File: src/rtl/i2cm_pkg.sv
// ----------------------------------------------------------------------------
// I2C master register access package
// Shared transaction types, operation codes, status codes and register
// indexes of the bit-level I2C register access master.
// ----------------------------------------------------------------------------
package i2cm_pkg;

    localparam int CFG_DATA_W  = 8;
    localparam int CFG_INDEX_W = 2;

    typedef enum logic [1:0] {
        OP_TICK  = 2'd0,
        OP_START = 2'd1,
        OP_LOAD  = 2'd2
    } t_op;

    typedef enum logic [1:0] {
        ST_IDLE  = 2'd0,
        ST_BUSY  = 2'd1,
        ST_DONE  = 2'd2,
        ST_ERROR = 2'd3
    } t_status;

    typedef enum logic [CFG_INDEX_W-1:0] {
        CFG_DEVICE_ADDRESS   = 2'd0,
        CFG_REGISTER_ADDRESS = 2'd1,
        CFG_READ_MODE        = 2'd2,
        CFG_BYTE_COUNT       = 2'd3
    } t_cfg_index;

    typedef struct packed {
        logic [1:0] operation;
        logic [3:0] load_index;
        logic [7:0] load_byte;
        logic       sda_level;
        logic       scl_level;
    } t_in_item;

    typedef struct packed {
        logic       scl_drive;
        logic       sda_drive;
        logic [1:0] transfer_status;
        logic       read_valid;
        logic [7:0] read_data;
        logic [3:0] read_index;
        logic       start_accepted;
    } t_out_item;

endpackage

File: src/rtl/i2c_master_register_access.sv
// ----------------------------------------------------------------------------
// I2C master register access
// Bit-level I2C master for register reads and writes, stepped one quarter of
// an SCL period per tick transaction.
// ----------------------------------------------------------------------------
// Channel   Direction  Handshake                  Payload
// in        input      i_in_valid / o_in_stall    i2cm_pkg::t_in_item
// out       output     o_out_valid / i_out_stall  i2cm_pkg::t_out_item
// cfg       input      i_cfg_we                   i_cfg_index, i_cfg_data
//
// One transaction is taken per clock unless stalled; its result goes into the
// output register at the accepting edge and is offered from the next cycle.
// The transmit buffer read port is prefetched every cycle so that a data
// byte is ready at the first quarter of a write byte.
// Reset is synchronous and active low; the buffer keeps its contents.
// A stalled result holds the output register and stalls the input channel.
// ----------------------------------------------------------------------------
module i2c_master_register_access #(
    parameter int BUF_DEPTH = 16
) (
    input  logic                                i_clk,
    input  logic                                i_rst_n,
    input  logic                                i_in_valid,
    output logic                                o_in_stall,
    input  i2cm_pkg::t_in_item                  i_in,
    output logic                                o_out_valid,
    input  logic                                i_out_stall,
    output i2cm_pkg::t_out_item                 o_out,
    input  logic                                i_cfg_we,
    input  logic [i2cm_pkg::CFG_INDEX_W-1:0]    i_cfg_index,
    input  logic [i2cm_pkg::CFG_DATA_W-1:0]     i_cfg_data
);

    localparam int IDX_W = (BUF_DEPTH > 1) ? $clog2(BUF_DEPTH) : 1;

    typedef enum logic [3:0] {
        PH_START   = 4'd0,
        PH_ADDR_W  = 4'd1,
        PH_ACK1    = 4'd2,
        PH_REG     = 4'd3,
        PH_ACK2    = 4'd4,
        PH_RESTART = 4'd5,
        PH_ADDR_R  = 4'd6,
        PH_ACK3    = 4'd7,
        PH_READ    = 4'd8,
        PH_MACK    = 4'd9,
        PH_NACK    = 4'd10,
        PH_STOP    = 4'd11,
        PH_WRITE   = 4'd12,
        PH_ACK4    = 4'd13
    } t_phase;

    logic [6:0]  r_dev_addr;
    logic [7:0]  r_reg_addr;
    logic        r_read_mode;
    logic [4:0]  r_byte_count;

    t_phase      r_phase, n_phase;
    logic [4:0]  r_q, n_q;
    logic        r_ack, n_ack;
    logic [7:0]  r_shift, n_shift;
    logic [4:0]  r_br, n_br;
    logic [4:0]  r_bw, n_bw;
    logic [IDX_W-1:0] r_ptr, n_ptr;
    logic        r_err, n_err;
    logic        r_active, n_active;
    logic [1:0]  r_status, n_status;
    logic        r_scl, n_scl;
    logic        r_sda, n_sda;

    logic        r_out_valid;
    i2cm_pkg::t_out_item r_out, n_out;

    logic [7:0]  tx_mem [BUF_DEPTH];
    logic [7:0]  r_tx_rd;
    logic [IDX_W-1:0] rd_addr;
    logic [IDX_W-1:0] wr_addr;
    logic        wr_en;
    logic        accept;

    logic        rd_valid;
    logic [7:0]  rd_data;
    logic [3:0]  rd_index;
    logic        started;
    logic [7:0]  sv;
    logic [4:0]  br_inc;
    logic        is_start;

    assign o_in_stall  = r_out_valid && i_out_stall;
    assign accept      = i_in_valid && !o_in_stall;
    assign o_out_valid = r_out_valid;
    assign o_out       = r_out;

    assign wr_addr = IDX_W'(i_in.load_index);
    assign wr_en   = accept && (i_in.operation == i2cm_pkg::OP_LOAD)
                     && (32'(i_in.load_index) < BUF_DEPTH);
    assign rd_addr = accept ? n_ptr : r_ptr;

    always_ff @(posedge i_clk) begin
        if (wr_en) begin
            tx_mem[wr_addr] <= i_in.load_byte;
        end
        if (wr_en && (wr_addr == rd_addr)) begin
            r_tx_rd <= i_in.load_byte;
        end else begin
            r_tx_rd <= tx_mem[rd_addr];
        end
    end

    always_comb begin
        n_phase  = r_phase;
        n_q      = r_q;
        n_ack    = r_ack;
        n_shift  = r_shift;
        n_br     = r_br;
        n_bw     = r_bw;
        n_ptr    = r_ptr;
        n_err    = r_err;
        n_active = r_active;
        n_status = r_status;
        n_scl    = r_scl;
        n_sda    = r_sda;
        rd_valid = 1'b0;
        rd_data  = 8'd0;
        rd_index = 4'd0;
        started  = 1'b0;
        sv       = r_shift;
        br_inc   = r_br + 5'd1;
        is_start = (r_phase == PH_START) || (r_phase == PH_RESTART);

        case (i_in.operation)
            i2cm_pkg::OP_TICK: begin
                if (r_active && !(r_scl && !i_in.scl_level)) begin
                    case (r_phase)
                        PH_ADDR_W, PH_REG, PH_ADDR_R, PH_WRITE: begin
                            n_q = r_q + 5'd1;
                            case (r_q[1:0])
                                2'd0: begin
                                    if (r_q == 5'd0) begin
                                        case (r_phase)
                                            PH_ADDR_W: sv = {r_dev_addr, 1'b0};
                                            PH_REG:    sv = r_reg_addr;
                                            PH_ADDR_R: sv = {r_dev_addr, 1'b1};
                                            default:   sv = r_tx_rd;
                                        endcase
                                    end
                                    n_shift = sv;
                                    n_sda   = sv[3'd7 - r_q[4:2]];
                                end
                                2'd1: begin
                                    n_scl = 1'b1;
                                end
                                2'd2: begin
                                end
                                default: begin
                                    n_scl = 1'b0;
                                    if (r_q == 5'd31) begin
                                        if (r_phase == PH_WRITE) begin
                                            n_bw = r_bw + 5'd1;
                                            if (r_bw == 5'd31 ||
                                                r_ptr == IDX_W'(BUF_DEPTH - 1)) begin
                                                n_ptr = '0;
                                            end else begin
                                                n_ptr = r_ptr + IDX_W'(1);
                                            end
                                        end
                                        n_q     = 5'd0;
                                        n_phase = t_phase'(r_phase + 4'd1);
                                    end
                                end
                            endcase
                        end
                        PH_READ: begin
                            n_q = r_q + 5'd1;
                            case (r_q[1:0])
                                2'd0: begin
                                    if (r_q == 5'd0) begin
                                        n_shift = 8'd0;
                                        n_sda   = 1'b1;
                                    end
                                end
                                2'd1: begin
                                    n_scl = 1'b1;
                                end
                                2'd2: begin
                                    n_shift = r_shift |
                                        (8'(i_in.sda_level) << (3'd7 - r_q[4:2]));
                                end
                                default: begin
                                    n_scl = 1'b0;
                                    if (r_q == 5'd31) begin
                                        rd_valid = 1'b1;
                                        rd_data  = r_shift;
                                        rd_index = r_br[3:0];
                                        if (br_inc >= r_byte_count) begin
                                            n_phase = PH_NACK;
                                            n_br    = 5'd0;
                                        end else begin
                                            n_phase = PH_MACK;
                                            n_br    = br_inc;
                                        end
                                        n_q = 5'd0;
                                    end
                                end
                            endcase
                        end
                        PH_START, PH_RESTART, PH_ACK1, PH_ACK2, PH_ACK3, PH_ACK4,
                        PH_MACK, PH_NACK, PH_STOP: begin
                            n_q = r_q + 5'd1;
                            case (r_q[1:0])
                                2'd0: begin
                                    n_sda = !((r_phase == PH_MACK) ||
                                              (r_phase == PH_STOP));
                                end
                                2'd1: begin
                                    n_scl = 1'b1;
                                end
                                2'd2: begin
                                    if (is_start) begin
                                        n_sda = 1'b0;
                                    end else if (r_phase == PH_STOP) begin
                                        n_sda = 1'b1;
                                    end else if (r_phase != PH_MACK) begin
                                        n_ack = !i_in.sda_level;
                                    end
                                end
                                default: begin
                                    n_q = 5'd0;
                                    if (r_phase == PH_STOP) begin
                                        n_br     = 5'd0;
                                        n_bw     = 5'd0;
                                        n_ptr    = '0;
                                        n_phase  = PH_START;
                                        n_active = 1'b0;
                                        n_status = r_err ? i2cm_pkg::ST_ERROR
                                                         : i2cm_pkg::ST_DONE;
                                    end else begin
                                        n_scl = 1'b0;
                                        if (is_start) begin
                                            n_phase = t_phase'(r_phase + 4'd1);
                                        end else if (r_phase == PH_MACK) begin
                                            n_phase = PH_READ;
                                        end else if (r_phase == PH_NACK) begin
                                            n_phase = PH_STOP;
                                            if (r_ack) begin
                                                n_err = 1'b1;
                                            end
                                        end else if (!r_ack) begin
                                            n_phase = PH_STOP;
                                            n_err   = 1'b1;
                                        end else if (r_phase == PH_ACK4 && r_read_mode) begin
                                            n_phase = PH_STOP;
                                        end else if (!r_read_mode && r_phase != PH_ACK1) begin
                                            n_phase = (r_bw < r_byte_count) ? PH_WRITE
                                                                            : PH_STOP;
                                        end else begin
                                            n_phase = t_phase'(r_phase + 4'd1);
                                        end
                                    end
                                end
                            endcase
                        end
                        default: begin
                            n_phase = PH_STOP;
                            n_q     = 5'd0;
                        end
                    endcase
                end
            end
            i2cm_pkg::OP_START: begin
                if (!r_active) begin
                    n_active = 1'b1;
                    n_err    = 1'b0;
                    n_status = i2cm_pkg::ST_BUSY;
                    started  = 1'b1;
                end
            end
            default: begin
            end
        endcase

        n_out.scl_drive       = n_scl;
        n_out.sda_drive       = n_sda;
        n_out.transfer_status = n_status;
        n_out.read_valid      = rd_valid;
        n_out.read_data       = rd_data;
        n_out.read_index      = rd_index;
        n_out.start_accepted  = started;
    end

    always_ff @(posedge i_clk) begin
        if (!i_rst_n) begin
            r_dev_addr   <= 7'd0;
            r_reg_addr   <= 8'd0;
            r_read_mode  <= 1'b0;
            r_byte_count <= 5'd1;
            r_phase      <= PH_START;
            r_q          <= 5'd0;
            r_ack        <= 1'b0;
            r_shift      <= 8'd0;
            r_br         <= 5'd0;
            r_bw         <= 5'd0;
            r_ptr        <= '0;
            r_err        <= 1'b0;
            r_active     <= 1'b0;
            r_status     <= i2cm_pkg::ST_IDLE;
            r_scl        <= 1'b1;
            r_sda        <= 1'b1;
            r_out_valid  <= 1'b0;
        end else begin
            if (i_cfg_we) begin
                case (i_cfg_index)
                    i2cm_pkg::CFG_DEVICE_ADDRESS:   r_dev_addr   <= i_cfg_data[6:0];
                    i2cm_pkg::CFG_REGISTER_ADDRESS: r_reg_addr   <= i_cfg_data[7:0];
                    i2cm_pkg::CFG_READ_MODE:        r_read_mode  <= i_cfg_data[0];
                    i2cm_pkg::CFG_BYTE_COUNT:       r_byte_count <= i_cfg_data[4:0];
                    default: begin
                    end
                endcase
            end
            if (accept) begin
                r_phase     <= n_phase;
                r_q         <= n_q;
                r_ack       <= n_ack;
                r_shift     <= n_shift;
                r_br        <= n_br;
                r_bw        <= n_bw;
                r_ptr       <= n_ptr;
                r_err       <= n_err;
                r_active    <= n_active;
                r_status    <= n_status;
                r_scl       <= n_scl;
                r_sda       <= n_sda;
                r_out_valid <= 1'b1;
            end else if (!i_out_stall) begin
                r_out_valid <= 1'b0;
            end
        end
    end

    always_ff @(posedge i_clk) begin
        if (accept) begin
            r_out <= n_out;
        end
    end

endmodule

File: config.mk
export PLATFORM = sky130hd
export DESIGN_NAME = i2c_master_register_access
export DESIGN_NICKNAME = d
export VERILOG_FILES = /design/src/rtl/i2cm_pkg.sv /design/src/rtl/i2c_master_register_access.sv
export SDC_FILE = /design/constraint.sdc
export NUM_CORES = 1
export LEC_CHECK = 0
export ABC_AREA = 0
export CORE_UTILIZATION = 55
export CTS_BUF_LIST = sky130_fd_sc_hd__clkbuf_4 sky130_fd_sc_hd__clkbuf_8
export CTS_CLUSTER_DIAMETER = 200
export CTS_CLUSTER_SIZE = 14
export DETAILED_ROUTE_END_ITERATION = 10
export DONT_BUFFER_PORTS = 1
export GPL_TIMING_DRIVEN = 1
export PLACE_DENSITY = 0.79
export SYNTH_ARGS = -nofsm -noshare
export SYNTH_HDL_FRONTEND = slang
export SYNTH_SLANG_ARGS = --single-unit
File: constraint.sdc
create_clock -name i_clk -period 2.27 [get_ports i_clk]
set_input_delay 0.1135 -clock i_clk [delete_from_list [all_inputs] [get_ports i_clk]]
set_output_delay 0.1135 -clock i_clk [all_outputs]
set_load 0.005 [all_outputs]
=== Yosys cells after proc, flatten, opt, wreduce, memory -nomap -nowiden ===
Memories as Yosys holds them, arrays and structs flattened. A register that Yosys moved wholly into a read port is not among the register bits.
Index checks and enable logic that the tools add are counted.

* Memories: 1
* Input bits: 31
* RAM bits: 128
* Output and inout bits: 20
* Register bits: 78
* Word-level logic and storage cells: 227

* Reductions and logical operators: 44
* Muxes and demuxes: 95
* Equal/unequal tests: 46
* $lt $le $gt $ge: 3
* Shift operators: 1
* Bitwise logic cells: 7
* Add/subtract/negate cells: 6

{| class="wikitable"
|+ Memories
! memory !! depth !! bits a word !! read ports !! clocked after Yosys merged registers in !! write ports !! line !! RTL
|-
| tx_mem || 16 || 8 || 1 || 1 || 1 || i2c_master_register_access.sv:74 || <nowiki>logic [7:0] tx_mem [BUF_DEPTH];</nowiki>
|}

{| class="wikitable"
|+ Operator list
! cell !! count
|-
| $mux 4 || 21
|-
| $mux 8 || 7
|-
| $mux 5 || 11
|-
| $mux 1 || 32
|-
| $ne 2x2->1 const B || 16
|-
| $pmux 8 s2 || 2
|-
| $pmux 5 s2 || 3
|-
| $eq 4x4->1 const B || 7
|-
| $pmux 8 s3 || 1
|-
| $reduce_and 8->1 || 3
|-
| $eq 4x3->1 const B || 4
|-
| $add 5x1->5 const B || 3
|-
| $mux 2 || 6
|-
| $ne 3x3->1 const B || 4
|-
| $pmux 1 s2 || 6
|-
| $pmux 4 s3 || 1
|-
| $reduce_and 11->1 || 1
|-
| $eq 5x5->1 const B || 2
|-
| $reduce_and 9->1 || 1
|-
| $reduce_or 9->1 || 1
|-
| $add 4x1->4 const B || 2
|-
| $eq 2x2->1 const B || 4
|-
| $eq 4x2->1 const B || 2
|-
| $or 8x8->8 || 1
|-
| other kinds (33) || 61
|}

=== Longest topological paths before layout ===
* Depth in word-level cells: 13
* Gate-level depth with buffers: 11
* Depth with buffers taken out: 10

=== Worst setup path after synthesis ===
OpenSTA, ideal clock, no wires.

* Kind: register to register
* Start point: register r_out_valid (netlist: o_out_valid)
* End point: memory tx_mem[0][0] (enable)
* Data required time: 1.887 ns
* Path buffers: 1
* Setup slack: -0.197 ns
* Arrival time: 2.084 ns
* Cell stages (with the launch flop): 7
* Clock period less this slack: 2.467 ns
* Path through: dfxtp_1 > nand2_1 > nand2_1 > clkbuf_1 > nor3b_1 > or3b_2 > nor3_1

* Cells in the longest elaborated chain, start to end: 6

{| class="wikitable"
|+ RTL lines
! element !! line !! RTL
|-
| start, declared || i2c_master_register_access.sv:71 || <nowiki>logic r_out_valid;</nowiki>
|-
| start signal, assigned || i2c_master_register_access.sv:309 || <nowiki>r_out_valid <= 1'b0;</nowiki>
|-
| start signal, assigned || i2c_master_register_access.sv:334 || <nowiki>r_out_valid <= 1'b1;</nowiki>
|-
| start signal, assigned || i2c_master_register_access.sv:336 || <nowiki>r_out_valid <= 1'b0;</nowiki>
|-
| $logic_and 1x1->1 || i2c_master_register_access.sv:89 || <nowiki>assign o_in_stall = r_out_valid && i_out_stall;</nowiki>
|-
| $logic_not 1->1 || i2c_master_register_access.sv:90 || <nowiki>assign accept = i_in_valid && !o_in_stall;</nowiki>
|-
| $logic_and 1x1->1 || i2c_master_register_access.sv:90 ||
|-
| $logic_and 1x1->1 || i2c_master_register_access.sv:95 || <nowiki>assign wr_en = accept && (i_in.operation == i2cm_pkg::OP_LOAD)</nowiki>
|-
| $mux 1 || i2c_master_register_access.sv:100 || <nowiki>if (wr_en) begin</nowiki>
|-
| $mux 1 (implied by the code) || i2c_master_register_access.sv:101 || <nowiki>tx_mem[wr_addr] <= i_in.load_byte;</nowiki>
|-
| end, declared || i2c_master_register_access.sv:74 ||
|}

No other way between the ends.

=== Worst setup path in the final report ===
* Start point: register r_phase[0]
* End point: register r_bw[3]

* Cells in the longest elaborated chain, start to end: 4
* Elaborated cells on any way between the ends: 23
* Classes of those cells: eq/ne: 17; mux: 1; reduce/logical: 5

{| class="wikitable"
|+ RTL lines
! element !! line !! RTL
|-
| start, declared || i2c_master_register_access.sv:58 || <nowiki>t_phase r_phase, n_phase;</nowiki>
|-
| start signal, assigned || i2c_master_register_access.sv:322 || <nowiki>r_phase <= n_phase;</nowiki>
|-
| $eq 4x3->1 (tied with other cells) || i2c_master_register_access.sv:134 || <nowiki>case (r_phase)</nowiki>
|-
| $reduce_or 9->1 / $reduce_or 4->1 (equally long branches) || i2c_master_register_access.sv:134 ||
|-
| $ne 2x2->1 (no source line) / $reduce_bool 2->1 (equally long branches) || n/a ||
|-
| $reduce_and 9->1 (no source line) || n/a ||
|-
| end signal, assigned || i2c_master_register_access.sv:327 || <nowiki>r_bw <= n_bw;</nowiki>
|-
| end, declared || i2c_master_register_access.sv:63 || <nowiki>logic [4:0] r_bw, n_bw;</nowiki>
|}

Parallel ways exist; a longest one is shown, timed or not.
A chain may end at the register's enable or synchronous reset.

==> results.cfg <==
[pwr]
p_clk_share_pct = 33.1
vdd_drop_max_mv = 0.5887
leakagePower_nw = 4.354
powerDensity_nw_per_um2 = 558.5
p_seq_share_pct = 63.1
power.share.combinational_pct = 3.7
internal_power_mw = 5.167
p_total_mw = 6.567
p_sw_mw = 1.401
swShare_pct = 21.33

[logic_synthesis]
syn_avg_cell_area_um2 = 12.37
synth_compound_area_share_pct = 12.42
synthSimpleGateAreaFrac_pct = 12.48
netlist_area_um2 = 9813
synth_common_cells = 146 x edfxtp_1, 69 x nor2_1, 64 x dfxtp_1
synth_top_family_by_area = simple AND/OR/NAND/NOR gates
synthFlopType = edfxtp_1
ys_types = 78
ys_ff_latch = 210
yosys.area.top_type_share_pct = 44.68
synth_nets = 847
yosys_warnings = 0
seq_area_frac_synth_pct = 57.73
synthXorXnorAreaFrac_pct = 0.7140
synth-edff-count = 146
synthMuxAreaShare_pct = 10.48
yosysTopAreaCell = edfxtp_1
synthCells = 793
ys_async_sr_fraction_pct = 0
yosysMostFrequentCell = edfxtp_1
yosys-top-cells-area = edfxtp_1 45%, dfxtp_1 13%, mux4_2 4.8%
synth_fa_ha_area_share_pct = 2.933

[timing]
skew_ps = 31.13
rsz0062_at_grt = yes
finalSetupTns_ps = -919.2
finalSetupViolations = 14
timing.fmax_mhz = 413.6
worst_pin_slew_ps = 1240
relSlewSlack_pct = 17.08
hold_violations = 0
holdWs_ps = 15.83
period_minus_slack_ps = 2418
fin_crit_sh_pct = 106.5
setup_ws_ps = -147.7
slew_violations = 0

[drt]
dr.pass1.iters = 5
routedWlPerCell_um = 21.85
ant_nets = 0
drc = 0
routed_wl_mm = 25.11
vias_per_cell = 6.163
topRoutingLayerUsed = met4
initialDrtViolationCount = 636
met3_length_mm = 1.613
num_vias = 7081
wl_met2_mm = 12.71
met1_length_mm = 9.827

[critical_path]
crit_type = register to register
path_max_fanout = 4
setup.worst_path.start = r_phase[0]
worstPathArrival_ps = 2840
r2r-start = r_phase[0]
required_ps = 2690
crit_path_start_kind = register
worst_setup_path_end_kind = register

[finish]
final_core_util_pct = 67.75
nFillCells = 1227
drive_gt1_share_pct = 27.06
area_growth_pct = 19.83
diodes = 0
fin_nets = 967

[grt]
grt_overflow = 0
grt_antenna_before_repair = 0
grt_pass1_vias = 6890
grt_usage_pct = 28.13
grt_max_degree = 28
grt_pass1_wl_mm = 38.78

[place]
routabilityCongestion = 0.8984
dp_hpwl_mm = 17.53
io_buffers = 0

[job]
cap_violations = 0

[min_path]
hp-start = i_in[14]
hp-class = input port to register

[floorplan]
start_util_pct = 56.54
io_pins = 51
fp.dieW_um = 135.6
die_y_um = 135.6
core_um2 = 17360
rows = 48
die-area_um2 = 18380

[clocking]
cts-root-buf = clkbuf_8
clk_pin_slew_ps = 110
cts.sinks = 210
cts_max_path_buffers = 3
ctsHtreeMaxLevel = 1
cts_buffers = 18
cts_tree = built
clk_latency_ps = 550

[outcome]
violations = setup timing
outcome = finished, violations left
==> power groups by stage <==
| stage | clock (mW) | combinational (mW) | sequential [mW] |
|---|---|---|---|
| 6_report | 2.18 | 0.243 | 4.15 |
| 5_1_grt | 2.35 | 0.263 | 4.15 |
| 4_1_cts | 2.22 | 0.237 | 4.15 |
| 3_5_place_dp | 0 | 0.145 | 4.24 |
| 3_3_place_gp | 0 | 0.140 | 4.24 |
| 2_1_floorplan | 0 | 0.108 | 4.23 |
==> state kept, by name (all words and copies together) (netlist names), named ones only <==
signal and count:
r_status 2, r_byte_count 5, r_sda 1, r_ack 1
r_bw 5, r_scl 1, r_active 1, r_err 1
r_q 5, r_reg_addr 8, o_out 18, r_dev_addr 7
r_ptr 4, r_read_mode 1, r_shift 8, tx_mem 128
o_out_valid 1, r_phase 4, r_br 5
==> worst max-delay path, cell delays in order (launching register included) <==
cell and delay, ps:
dfxtp_4 400, inv_4 50, buf_6 110, ha_4 160, or4_4 570, o21a_4 170
a221oi_4 350, buf_4 180, nand4_4 60, xor2_1 200, nor2_2 40
==> placed cells by master, fill, tap and decap left out, types with 12 or more instances in the layout <==
master	netlist	final
inv_1	22	18
nor2_1	69	67
and2_1	19	17
clkbuf_4	0	12
nand2_1	47	44
a21oi_1	29	28
nand3_1	18	18
buf_4	5	106
mux4_2	21	21
dlygate4sd3_1	0	28
dfxtp_1	64	58
o21ai_0	39	33
edfxtp_1	146	146
mux2i_1	42	42
nand2b_1	15	13
ha_1	23	18
clkbuf_8	0	18
==> layout make-up <==
cell class	count	area (um^2)	area share (%)
clock buffer	30	337.8	2.873
clock inverter	1	16.27	0.1383
inverter	23	93.84	0.7980
multi-input combinational	516	4143	35.23
sequential	210	5680	48.31
tap	225	281.5	2.394
timing repair buffer	144	1206	10.26
==> stage by stage <==
stage | worst slack [ps] | area [um^2] | instances
floorplan | 1.034 | 9839 | 793
global placement | -321.9 | 10720 | 1081
detailed placement | -345.9 | 10720 | 1081
CTS | -150.8 | 11550 | 1146
global route | -220.6 | 11760 | 1149
finish | -147.7 | 11760 | 1149
==> cells by family (layout without fill, tap and decap cells) <==
logic type,count (synthesis),count (layout)
flip-flops,210,210
AO/OA/AOI/OAI,176,176
multiplexers,75,75
XOR/XNOR,8,8
adder cells (fa/ha/maj),23,23
AND/OR/NAND/NOR,234,234
buffers and inverters,67,198
==> metal layers <==
metal | track usage, % | vias up
li1 | - | 3254
met1 | 35.19 | 3447
met2 | 49.18 | 315
met3 | 4.040 | 65
met4 | 10.74 | 0
met5 | 0 | -
==> path summary, 6_finish.rpt <==
check	depth (start not counted)	slack, ps	endpoint
setup / recovery	10	-150	r_bw[3]
setup reg to reg	10	-150	r_bw[3]
hold reg to reg	2	460	r_br[4]
hold / removal	3	20	r_err
==> repair_timing <==
action                                  in CTS  in global routing
gates resized for setup                     36                 41
hold buffers                                28                  0
endpoints found under the hold margin      220                  0
setup buffers                                6                  3
pin swaps                                   12                 18
endpoints found under the setup margin      27                 32
Note: power is estimated with default switching activity, not from simulation.
